File: src/rtl/core/sttt_pkg.sv
`timescale 1ns / 1ps
`default_nettype none

package sttt_pkg;

	localparam int DATA_W    = 32;
	localparam int PHASE_W   = 8;
	localparam int SLOT_W    = 4;
	localparam int OP_W      = 3;
	localparam int STATUS_W  = 3;
	localparam int MAX_TASKS = 16;
	localparam int MAX_FIRES = 16;
	localparam int FIRE_W    = $clog2(MAX_FIRES + 1);

	typedef enum logic [OP_W-1:0] {
		OP_ADD    = 3'd0,
		OP_TICK   = 3'd1,
		OP_SCAN   = 3'd2,
		OP_LOOKUP = 3'd3,
		OP_RELOAD = 3'd4,
		OP_PAUSE  = 3'd5,
		OP_RESUME = 3'd6
	} op_t;

	typedef enum logic [STATUS_W-1:0] {
		ST_ADDED     = 3'd0,
		ST_ACK       = 3'd1,
		ST_FIRED     = 3'd2,
		ST_FOUND     = 3'd3,
		ST_NOT_FOUND = 3'd4,
		ST_FULL      = 3'd5,
		ST_BAD_SLOT  = 3'd6,
		ST_DONE      = 3'd7
	} status_t;

	// Command travelling down the cell chain, with what it has gathered so far
	typedef struct packed {
		logic              valid;
		op_t               op;
		logic [SLOT_W-1:0] sel;
		logic [DATA_W-1:0] cb;
		logic [DATA_W-1:0] period;
		logic              en;
		logic [PHASE_W-1:0] phase;
		logic              hit;
		logic [SLOT_W-1:0] hit_slot;
		logic [DATA_W-1:0] hit_cb;
		logic [FIRE_W-1:0] fire_cnt;
	} pkt_t;

	// Fire report raised by the cell currently holding a scan
	typedef struct packed {
		logic              valid;
		logic [SLOT_W-1:0] slot;
		logic [DATA_W-1:0] cb;
	} emit_t;

endpackage

`default_nettype wire

File: src/rtl/core/sttt_cell.sv
`timescale 1ns / 1ps
`default_nettype none

module sttt_cell #(
	parameter int IDX = 0
) (
	input  wire logic            clk,
	input  wire logic            arst_n,
	input  wire sttt_pkg::pkt_t  pkt_in,
	output sttt_pkg::pkt_t       pkt_out,
	output sttt_pkg::emit_t      emit
);

	localparam logic [sttt_pkg::SLOT_W-1:0] SLOT = IDX[sttt_pkg::SLOT_W-1:0];
	localparam bit ADDRESSABLE = (IDX < (1 << sttt_pkg::SLOT_W));

	logic                        used_q;
	logic                        en_q;
	logic [sttt_pkg::DATA_W-1:0] cd_q;
	logic [sttt_pkg::DATA_W-1:0] per_q;
	logic [sttt_pkg::DATA_W-1:0] cb_q;

	logic is_sel_op;
	logic add_take;
	logic tick_dec;
	logic fire;
	logic match;
	logic sel_hit;
	logic [sttt_pkg::DATA_W-1:0] start_cd;
	sttt_pkg::pkt_t nxt;

	always_comb begin
		is_sel_op = pkt_in.op == sttt_pkg::OP_RELOAD || pkt_in.op == sttt_pkg::OP_PAUSE
			|| pkt_in.op == sttt_pkg::OP_RESUME;
		// used cells form a prefix, so the first free cell is slot used_count
		add_take = pkt_in.valid && pkt_in.op == sttt_pkg::OP_ADD && !used_q && !pkt_in.hit;
		tick_dec = pkt_in.valid && pkt_in.op == sttt_pkg::OP_TICK && used_q && en_q
			&& cd_q != '0;
		fire = pkt_in.valid && pkt_in.op == sttt_pkg::OP_SCAN && used_q && en_q
			&& cd_q == '0 && pkt_in.fire_cnt < sttt_pkg::FIRE_W'(sttt_pkg::MAX_FIRES);
		match = pkt_in.valid && pkt_in.op == sttt_pkg::OP_LOOKUP && used_q && !pkt_in.hit
			&& cb_q == pkt_in.cb;
		sel_hit = pkt_in.valid && is_sel_op && ADDRESSABLE && pkt_in.sel == SLOT && used_q;

		start_cd = ({{(sttt_pkg::DATA_W - sttt_pkg::PHASE_W){1'b0}}, pkt_in.phase}
			> pkt_in.period) ? sttt_pkg::DATA_W'(1)
			: {{(sttt_pkg::DATA_W - sttt_pkg::PHASE_W){1'b0}}, pkt_in.phase};

		nxt = pkt_in;
		if (add_take || match || sel_hit) begin
			nxt.hit      = 1'b1;
			nxt.hit_slot = SLOT;
		end
		if (sel_hit) begin
			nxt.hit_cb = cb_q;
		end
		if (fire) begin
			nxt.fire_cnt = sttt_pkg::FIRE_W'(pkt_in.fire_cnt + 1'b1);
		end

		emit.valid = fire;
		emit.slot  = SLOT;
		emit.cb    = cb_q;
	end

	always_ff @(posedge clk or negedge arst_n) begin
		if (!arst_n) begin
			pkt_out <= '0;
		end else begin
			pkt_out <= nxt;
		end
	end

	always_ff @(posedge clk or negedge arst_n) begin
		if (!arst_n) begin
			used_q <= 1'b0;
			en_q   <= 1'b0;
		end else if (add_take) begin
			used_q <= 1'b1;
			en_q   <= pkt_in.en;
		end else if (sel_hit && pkt_in.op == sttt_pkg::OP_PAUSE) begin
			en_q <= 1'b0;
		end else if (sel_hit && pkt_in.op == sttt_pkg::OP_RESUME) begin
			en_q <= 1'b1;
		end
	end

	always_ff @(posedge clk) begin
		if (add_take) begin
			per_q <= pkt_in.period;
			cb_q  <= pkt_in.cb;
			cd_q  <= start_cd;
		end else if (tick_dec) begin
			cd_q <= cd_q - 1'b1;
		end else if (fire || (sel_hit && pkt_in.op == sttt_pkg::OP_RELOAD)) begin
			cd_q <= per_q;
		end
	end

endmodule

`default_nettype wire

File: src/rtl/core/software_timer_task_table_unit.sv
`timescale 1ns / 1ps
`default_nettype none

// Periodic task timer table built as a chain of MAX_TASKS slot cells. An item
// is taken when start is high and busy is low; it then walks the chain one
// cell per clock, each cell acting on its own slot as the command passes
// (add, tick, scan, lookup, reload, pause, resume). busy stays high from the
// take until the command leaves the last cell, and the closing result sits on
// the ports in the same cycle that busy drops, so a new item can be taken only
// once the last one is through the chain; the wait is set by the length of the
// cell chain. Each result sits on the result ports for exactly one cycle,
// marked by strobe, and cannot be held off: the receiver must take it. A scan
// gives one fired result per firing slot, in slot order, as the command
// passes that slot, then a done result with last high; every other command
// gives one result with last high, and the undefined opcode gives none.
module software_timer_task_table_unit #(
	parameter int MAX_TASKS = sttt_pkg::MAX_TASKS
) (
	input  wire logic                          clk,
	input  wire logic                          arst_n,
	input  wire logic                          start,
	output logic                               busy,
	input  wire logic [sttt_pkg::OP_W-1:0]     opcode,
	input  wire logic [sttt_pkg::SLOT_W-1:0]   slot_index,
	input  wire logic [sttt_pkg::DATA_W-1:0]   callback_id,
	input  wire logic [sttt_pkg::DATA_W-1:0]   period_ms,
	input  wire logic                          start_enabled,
	input  wire logic [sttt_pkg::PHASE_W-1:0]  start_phase,
	output logic                               strobe,
	output logic [sttt_pkg::STATUS_W-1:0]      status,
	output logic [sttt_pkg::SLOT_W-1:0]        result_slot,
	output logic [sttt_pkg::DATA_W-1:0]        result_callback,
	output logic                               last
);

	// link[0] holds the accepted item; link[i+1] is the output of cell i
	sttt_pkg::pkt_t  link [MAX_TASKS+1];
	sttt_pkg::emit_t emits [MAX_TASKS];
	logic [MAX_TASKS:0] link_valid;

	logic busy_q;
	logic accept;
	sttt_pkg::pkt_t tail;
	sttt_pkg::pkt_t head_d;
	sttt_pkg::pkt_t head_q;

	// Collected fire report from whichever cell holds the scan
	logic                        emit_any;
	logic [sttt_pkg::SLOT_W-1:0] emit_slot;
	logic [sttt_pkg::DATA_W-1:0] emit_cb;

	// Final result once the command leaves the last cell
	logic                        fin_valid;
	sttt_pkg::status_t           fin_status;
	logic [sttt_pkg::SLOT_W-1:0] fin_slot;
	logic [sttt_pkg::DATA_W-1:0] fin_cb;

	logic                        strobe_q;
	sttt_pkg::status_t           status_q;
	logic [sttt_pkg::SLOT_W-1:0] slot_q;
	logic [sttt_pkg::DATA_W-1:0] cb_q;
	logic                        last_q;

	assign accept = start && !busy_q;
	assign tail   = link[MAX_TASKS];

	// Build the head packet from the ports, with nothing gathered yet
	always_comb begin
		head_d        = '0;
		head_d.valid  = accept;
		head_d.op     = sttt_pkg::op_t'(opcode);
		head_d.sel    = slot_index;
		head_d.cb     = callback_id;
		head_d.period = period_ms;
		head_d.en     = start_enabled;
		head_d.phase  = start_phase;
	end

	// Load the item into the head of the chain; drop the valid otherwise
	always_ff @(posedge clk or negedge arst_n) begin
		if (!arst_n) begin
			head_q <= '0;
		end else begin
			head_q <= head_d;
		end
	end

	assign link[0] = head_q;

	for (genvar g = 0; g < MAX_TASKS; g++) begin : g_cell
		sttt_cell #(
			.IDX(g)
		) u_cell (
			.clk    (clk),
			.arst_n (arst_n),
			.pkt_in (link[g]),
			.pkt_out(link[g+1]),
			.emit   (emits[g])
		);
	end

	always_comb begin
		for (int i = 0; i <= MAX_TASKS; i++) begin
			link_valid[i] = link[i].valid;
		end
	end

	// Only one cell holds the command, so at most one report is raised
	always_comb begin
		emit_any  = 1'b0;
		emit_slot = '0;
		emit_cb   = '0;
		for (int i = 0; i < MAX_TASKS; i++) begin
			emit_any  = emit_any | emits[i].valid;
			emit_slot = emit_slot | (emits[i].slot & {sttt_pkg::SLOT_W{emits[i].valid}});
			emit_cb   = emit_cb | (emits[i].cb & {sttt_pkg::DATA_W{emits[i].valid}});
		end
	end

	// Form the closing result from what the command gathered on its way
	always_comb begin
		fin_valid  = tail.valid;
		fin_status = sttt_pkg::ST_ACK;
		fin_slot   = '0;
		fin_cb     = '0;
		unique case (tail.op)
			sttt_pkg::OP_ADD: begin
				if (tail.hit) begin
					fin_status = sttt_pkg::ST_ADDED;
					fin_slot   = tail.hit_slot;
					fin_cb     = tail.cb;
				end else begin
					fin_status = sttt_pkg::ST_FULL;
				end
			end
			sttt_pkg::OP_TICK: begin
				fin_status = sttt_pkg::ST_ACK;
			end
			sttt_pkg::OP_SCAN: begin
				fin_status = sttt_pkg::ST_DONE;
			end
			sttt_pkg::OP_LOOKUP: begin
				if (tail.hit) begin
					fin_status = sttt_pkg::ST_FOUND;
					fin_slot   = tail.hit_slot;
					fin_cb     = tail.cb;
				end else begin
					fin_status = sttt_pkg::ST_NOT_FOUND;
				end
			end
			sttt_pkg::OP_RELOAD, sttt_pkg::OP_PAUSE, sttt_pkg::OP_RESUME: begin
				fin_slot = tail.sel;
				if (tail.hit) begin
					fin_status = sttt_pkg::ST_ACK;
					fin_cb     = tail.hit_cb;
				end else begin
					fin_status = sttt_pkg::ST_BAD_SLOT;
				end
			end
			default: begin
				// undefined opcode: no result
				fin_valid = 1'b0;
			end
		endcase
	end

	// Hold busy from accept until the command leaves the chain
	always_ff @(posedge clk or negedge arst_n) begin
		if (!arst_n) begin
			busy_q <= 1'b0;
		end else if (accept) begin
			busy_q <= 1'b1;
		end else if (tail.valid) begin
			busy_q <= 1'b0;
		end
	end

	always_ff @(posedge clk or negedge arst_n) begin
		if (!arst_n) begin
			strobe_q <= 1'b0;
		end else begin
			strobe_q <= emit_any || fin_valid;
		end
	end

	always_ff @(posedge clk) begin
		if (emit_any) begin
			status_q <= sttt_pkg::ST_FIRED;
			slot_q   <= emit_slot;
			cb_q     <= emit_cb;
			last_q   <= 1'b0;
		end else if (fin_valid) begin
			status_q <= fin_status;
			slot_q   <= fin_slot;
			cb_q     <= fin_cb;
			last_q   <= 1'b1;
		end
	end

	assign busy            = busy_q;
	assign strobe          = strobe_q;
	assign status          = status_q;
	assign result_slot     = slot_q;
	assign result_callback = cb_q;
	assign last            = last_q;

	a_one_in_flight: assert property (@(posedge clk) disable iff (!arst_n)
		$countones(link_valid) <= 1)
		else $error("more than one command in the cell chain");

	a_strobe_busy: assert property (@(posedge clk) disable iff (!arst_n)
		strobe_q |-> $past(busy_q))
		else $error("result strobe without a command in progress");

	a_accept_busy: assert property (@(posedge clk) disable iff (!arst_n)
		accept |=> busy_q && link[0].valid)
		else $error("accepted item did not enter the chain");

	a_tail_release: assert property (@(posedge clk) disable iff (!arst_n)
		tail.valid |=> !busy_q)
		else $error("busy held after the command left the chain");

	a_no_clash: assert property (@(posedge clk) disable iff (!arst_n)
		!(emit_any && tail.valid))
		else $error("fire report and closing result in the same cycle");

endmodule

`default_nettype wire

File: config.mk
export PLATFORM = sky130hd
export DESIGN_NAME = software_timer_task_table_unit
export DESIGN_NICKNAME = d
export VERILOG_FILES = /design/src/rtl/core/sttt_pkg.sv /design/src/rtl/core/sttt_cell.sv /design/src/rtl/core/software_timer_task_table_unit.sv
export SDC_FILE = /design/constraint.sdc
export NUM_CORES = 2
export LEC_CHECK = 0
export BUFFER_PORTS_ARGS = -buffer_cell sky130_fd_sc_hd__buf_4
export CORE_ASPECT_RATIO = 1.2
export CORE_MARGIN = 2
export CORE_UTILIZATION = 45
export CTS_CLUSTER_DIAMETER = 150
export DETAILED_ROUTE_END_ITERATION = 12
export GPL_ROUTABILITY_DRIVEN = 0
export PLACE_DENSITY = 0.63
export SYNTH_ARGS = -nofsm -noshare
export SYNTH_HDL_FRONTEND = slang
export SYNTH_SLANG_ARGS = --single-unit
File: constraint.sdc
create_clock -name clk -period 5 [get_ports clk]
set_input_delay 0.25 -clock clk [delete_from_list [all_inputs] [get_ports clk]]
set_output_delay 0.25 -clock clk [all_outputs]
set_load 0.01 [all_outputs]
==> out/summary.txt <==
=========================================================================================
Result of the run                                                            finished clean
Slew @ Worst Pin                                                                  1450 ps
Count of final max-slew check failures                                                  0
Main area contributors after synthesis                                       dfrtp_1 (36%), edfxtp_1 (34%), mux2_2 (3.2%), xor2_1 (3.2%), xnor2_1 (2.9%)
Relative slew margins                                                              0.0323
Number of antenna-violating nets in the routed design                                   0
Total routing resource utilization after global routing                             0.239
Setup violators final                                                                   0
Final Hold Violating Endpoints                                                          0
Number of cells after detailed placement                                           13,718
Met3 Usage GRT                                                                     0.0483
Worst hold path endpoint                                                       head_q[92]
Number of iterations in the first detailed-routing pass                                10
Root cell of the clock tree                                                     clkbuf_16
Die Y                                                                              612 µm
Vias per std cell                                                                    5.69
Crit path time final                                                              4410 ps
Hold WS                                                                           39.7 ps
Peak VDD IR                                                                      0.338 mV
Part of the power in registers                                                      0.536
Total clock buffers created by CTS                                                    353
Yosys synthesis warning count                                                           0
Peak fanout along the critical path                                                     7
Critical path data arrival time                                                   5150 ps
Placement Rows                                                                        223
Category of the critical setup timing path                                        reg2reg
Worst path max stage delay                                                        1040 ps
Prevailing post-synth register cell                                               dfrtp_1
Cells on Worst Hold Path                                                                2
Beginning of the worst hold path                                             callback_id[9]
Setup slack of the worst register-to-register path                                 590 ps
Clock-pin slew of the registers on the worst-case setup and hold paths              60 ps
Cell with the largest stage delay on the worst path                               nor3b_1
NumNets Final                                                                      10,418
Number of register bits inferred by synthesis                                       3,584
Post-synthesis cell type with the largest combined area                           dfrtp_1
Max-cap viol count                                                                      0
Total wire length                                                              377,000 µm
Startpoint Class                                                                 register
Insertion delay of the later-clocked pin in the worst-skew pair                    930 ps
Largest net degree at the start of global routing                                     180
Met2 demand-to-capacity share in global routing                                     0.386
Residual overflow from global routing                                                   0
Area share of the largest cell type after synthesis                                 0.362
Critical path required time                                                       5750 ps
P_leak                                                                            61.4 nW
Total negative slack for setup checks                                                0 ps
Number of H-tree levels                                                                 5
Setup WS pre-CTS                                                                   859 ps
Number of clock sinks                                                               3,584
Global-route wire length before repair                                         556,000 µm
Worst setup EP type                                                              register
Number of distinct library cells after synthesis                                       82
Cell Chain, Critical Path                                                    nor4_1 -> nand4b_1 -> buf_4 -> nor3b_1 -> a222oi_1 -> nand4_1 -> a2111oi_1 -> clkdlybuf4s18_2 -> a21oi_1
Proportion of register bits with asynchronous set or reset after synthesis          0.560
Total I/O pin count                                                                   125
Worst R2R Path Depth                                                                    9
Die Width                                                                          511 µm
Portion of total power attributed to the clock network                              0.444
CTS tree                                                                            built
Post-route clock period utilization                                                 0.881
Met1 track demand over resource in global routing                                   0.317
Net switching power                                                               12.7 mW
Post-Syn Instances                                                                  9,708
Clock tree skew after final layout                                                 109 ps
Sequential share of the synthesized area                                            0.703
Highest-utilization routing layer at the global route stage                          met2
Net count after synthesis                                                           9,957
Core Box Area                                                                 307,000 µm²
Switching Share                                                                     0.212
Launch instance of the worst register-to-register path                       g_cell[12].u_cell.cd_q[24]
Post-CTS sizing                                                                         0
Setup repair after global routing missed its margin                                 false
Areal power density over the cells                                             377 nW/µm²
IO Port Bufs                                                                          124
Final non-filler cell total                                                        14,517
Postcts setup bufs                                                                      0
Number of enable-type register cells in the synthesized netlist                     1,572
Worst reg2reg path endpoint                                                  result_callback[7]
Internal                                                                          47.2 mW
Top delay family on crit path                                                simple AND/OR/NAND/NOR gates
Syn Area/Cell                                                                    14.3 µm²
Die area                                                                      313,000 µm²
Comb power frac                                                                     0.021
Initial core utilization                                                            0.452
Routed len/inst                                                                   26.0 µm
Number of antenna violations at the first check in global routing                      23
Share of cells above drive strength 1                                               0.140
Path class of the lowest-slack min-delay path                                      in2reg
Post-detailed-placement half-perimeter wirelength                              281,000 µm
Post-route worst setup slack                                                       593 ps
Number of global-route vias before repair                                          83,659
Vias after detailed routing                                                        82,581
Remaining DRCs                                                                          0
Hold buffer count at cts                                                              144
Number of violations reported at the end of detailed-routing iteration 0            8,475
Crit path buffers/inverters                                                             2
Area of the mapped netlist                                                    139,000 µm²
Fmax                                                                              227 MHz
Area overhead of the layout relative to synthesis                                   14.4%
Maximum number of buffers from clock root to sink                                       4
=========================================================================================
==> metrics by stage <==
stage                     instance area [µm²]   util  power [mW]
after floorplan                        139000      -        32.8
after global placement                 146000  0.474        33.7
after detailed placement               146000  0.474        33.8
after CTS                              159000  0.517        60.3
after global routing                   159000  0.517        61.7
final                                  159000  0.517        59.9
==> worst register-to-register path: stages (launching register included) <==
cell	delay, ps
edfxtp_1	450
nor4_1	770
nand4b_1	300
buf_4	290
nor3b_1	1040
a222oi_1	490
nand4_1	320
a2111oi_1	90
clkdlybuf4s18_2	280
a21oi_1	250
==> area by class of cell <==
class                   instances  area [µm²]
fillers                     25143      148000
well taps                    4050        5070
repair buffers                474        4160
multi-input cells            5528       39400
inverters                     228         868
flip-flops and latches       3584       97500
clock inverters               132        1270
clock buffers                 516       10400
diodes                          5        12.5
==> per-layer routing <==
layer,wire length (µm),part of all wire
met1,154000,0.41
met2,178000,0.47
met3,27800,0.074
met4,16700,0.044
met5,45,0.00012
==> synthesized netlist by cell type, types with 17 or more instances <==
library cell     n
and4_1          31
or3_1           52
nor4_2          17
nand4b_1        26
a221oi_1        37
o21ai_0        174
a222oi_1        28
a21oi_1        114
dfrtp_1       2008
edfxtp_1      1572
a211oi_1       362
ha_1           166
and3_1          24
a32oi_1         80
a22oi_1        109
nand2b_1        78
clkbuf_1       335
nand4_1        171
nor2_1         684
and2_1          70
nor3_1         165
xnor2_1        457
o31ai_1         26
inv_1          221
mux2_2         396
nor3b_1         34
nand3_1        165
o2bb2ai_1      100
or4_1           80
a21o_1          40
nor4_1         347
or2_2           41
nor4b_2         33
nand3b_1        28
buf_2           17
nor4b_1         41
xor2_1         503
nand2_1        586
nor2b_1         40
==> power groups by stage <==
stage                     registers [mW]  clock network, mW  logic, mW
after floorplan                     32.3                  0      0.480
after global placement              32.6                  0       1.14
after detailed placement            32.6                  0       1.18
after CTS                           32.1               26.9       1.27
after global routing                32.1               28.2       1.39
final                               32.1               26.6       1.25
==> registers in the layout (all words and copies together) (netlist names) <==
register,flops
g_cell.u_cell.pkt_out,1893
g_cell.u_cell.cb_q,512
g_cell.u_cell.cd_q,512
g_cell.u_cell.per_q,512
head_q,81
result_callback,32
g_cell.u_cell.en_q,16
g_cell.u_cell.used_q,16
result_slot,4
status,3
busy,1
last,1
strobe,1
==> layout by cell type, fill, tap and decap left out, types with 158 or more instances in the layout <==
cell / netlist / final
edfxtp_1: 1572 / 1572
dfrtp_1: 2008 / 2008
a211oi_1: 362 / 362
inv_1: 221 / 217
clkbuf_16: 0 / 368
nor4_1: 347 / 335
nor2_1: 684 / 683
nand2_1: 586 / 586
xnor2_1: 457 / 457
nor3_1: 165 / 158
mux2_2: 396 / 396
nand3_1: 165 / 164
nand4_1: 171 / 171
xor2_1: 503 / 503
ha_1: 166 / 166
buf_4: 4 / 306
o21ai_0: 174 / 171
==> worst max-delay path by stage <==
stage,cells after the start,slack (ps),end,from
3_5_place_dp,8,860,result_callback[4],g_cell[7].u_cell.cd_q[17]
4_1_cts,9,880,result_callback[7],g_cell[12].u_cell.cd_q[24]
2_1_floorplan,7,350,g_cell[0].u_cell.cd_q[0],g_cell[0].u_cell.cd_q[2]
5_1_grt,9,500,result_callback[7],g_cell[12].u_cell.cd_q[24]
3_3_place_gp,8,210,result_callback[4],g_cell[12].u_cell.pkt_out[119]
6_report,9,590,result_callback[7],g_cell[12].u_cell.cd_q[24]
==> logic make-up after synthesis <==
group / share of synthesized area
compound gates: 0.0642
xor+xnor: 0.0606
fa+ha+maj: 0.0150
buf+inv: 0.0166
flops: 0.703
mux: 0.0332
simple gates: 0.108
Note: power is estimated with default switching activity, not from simulation.
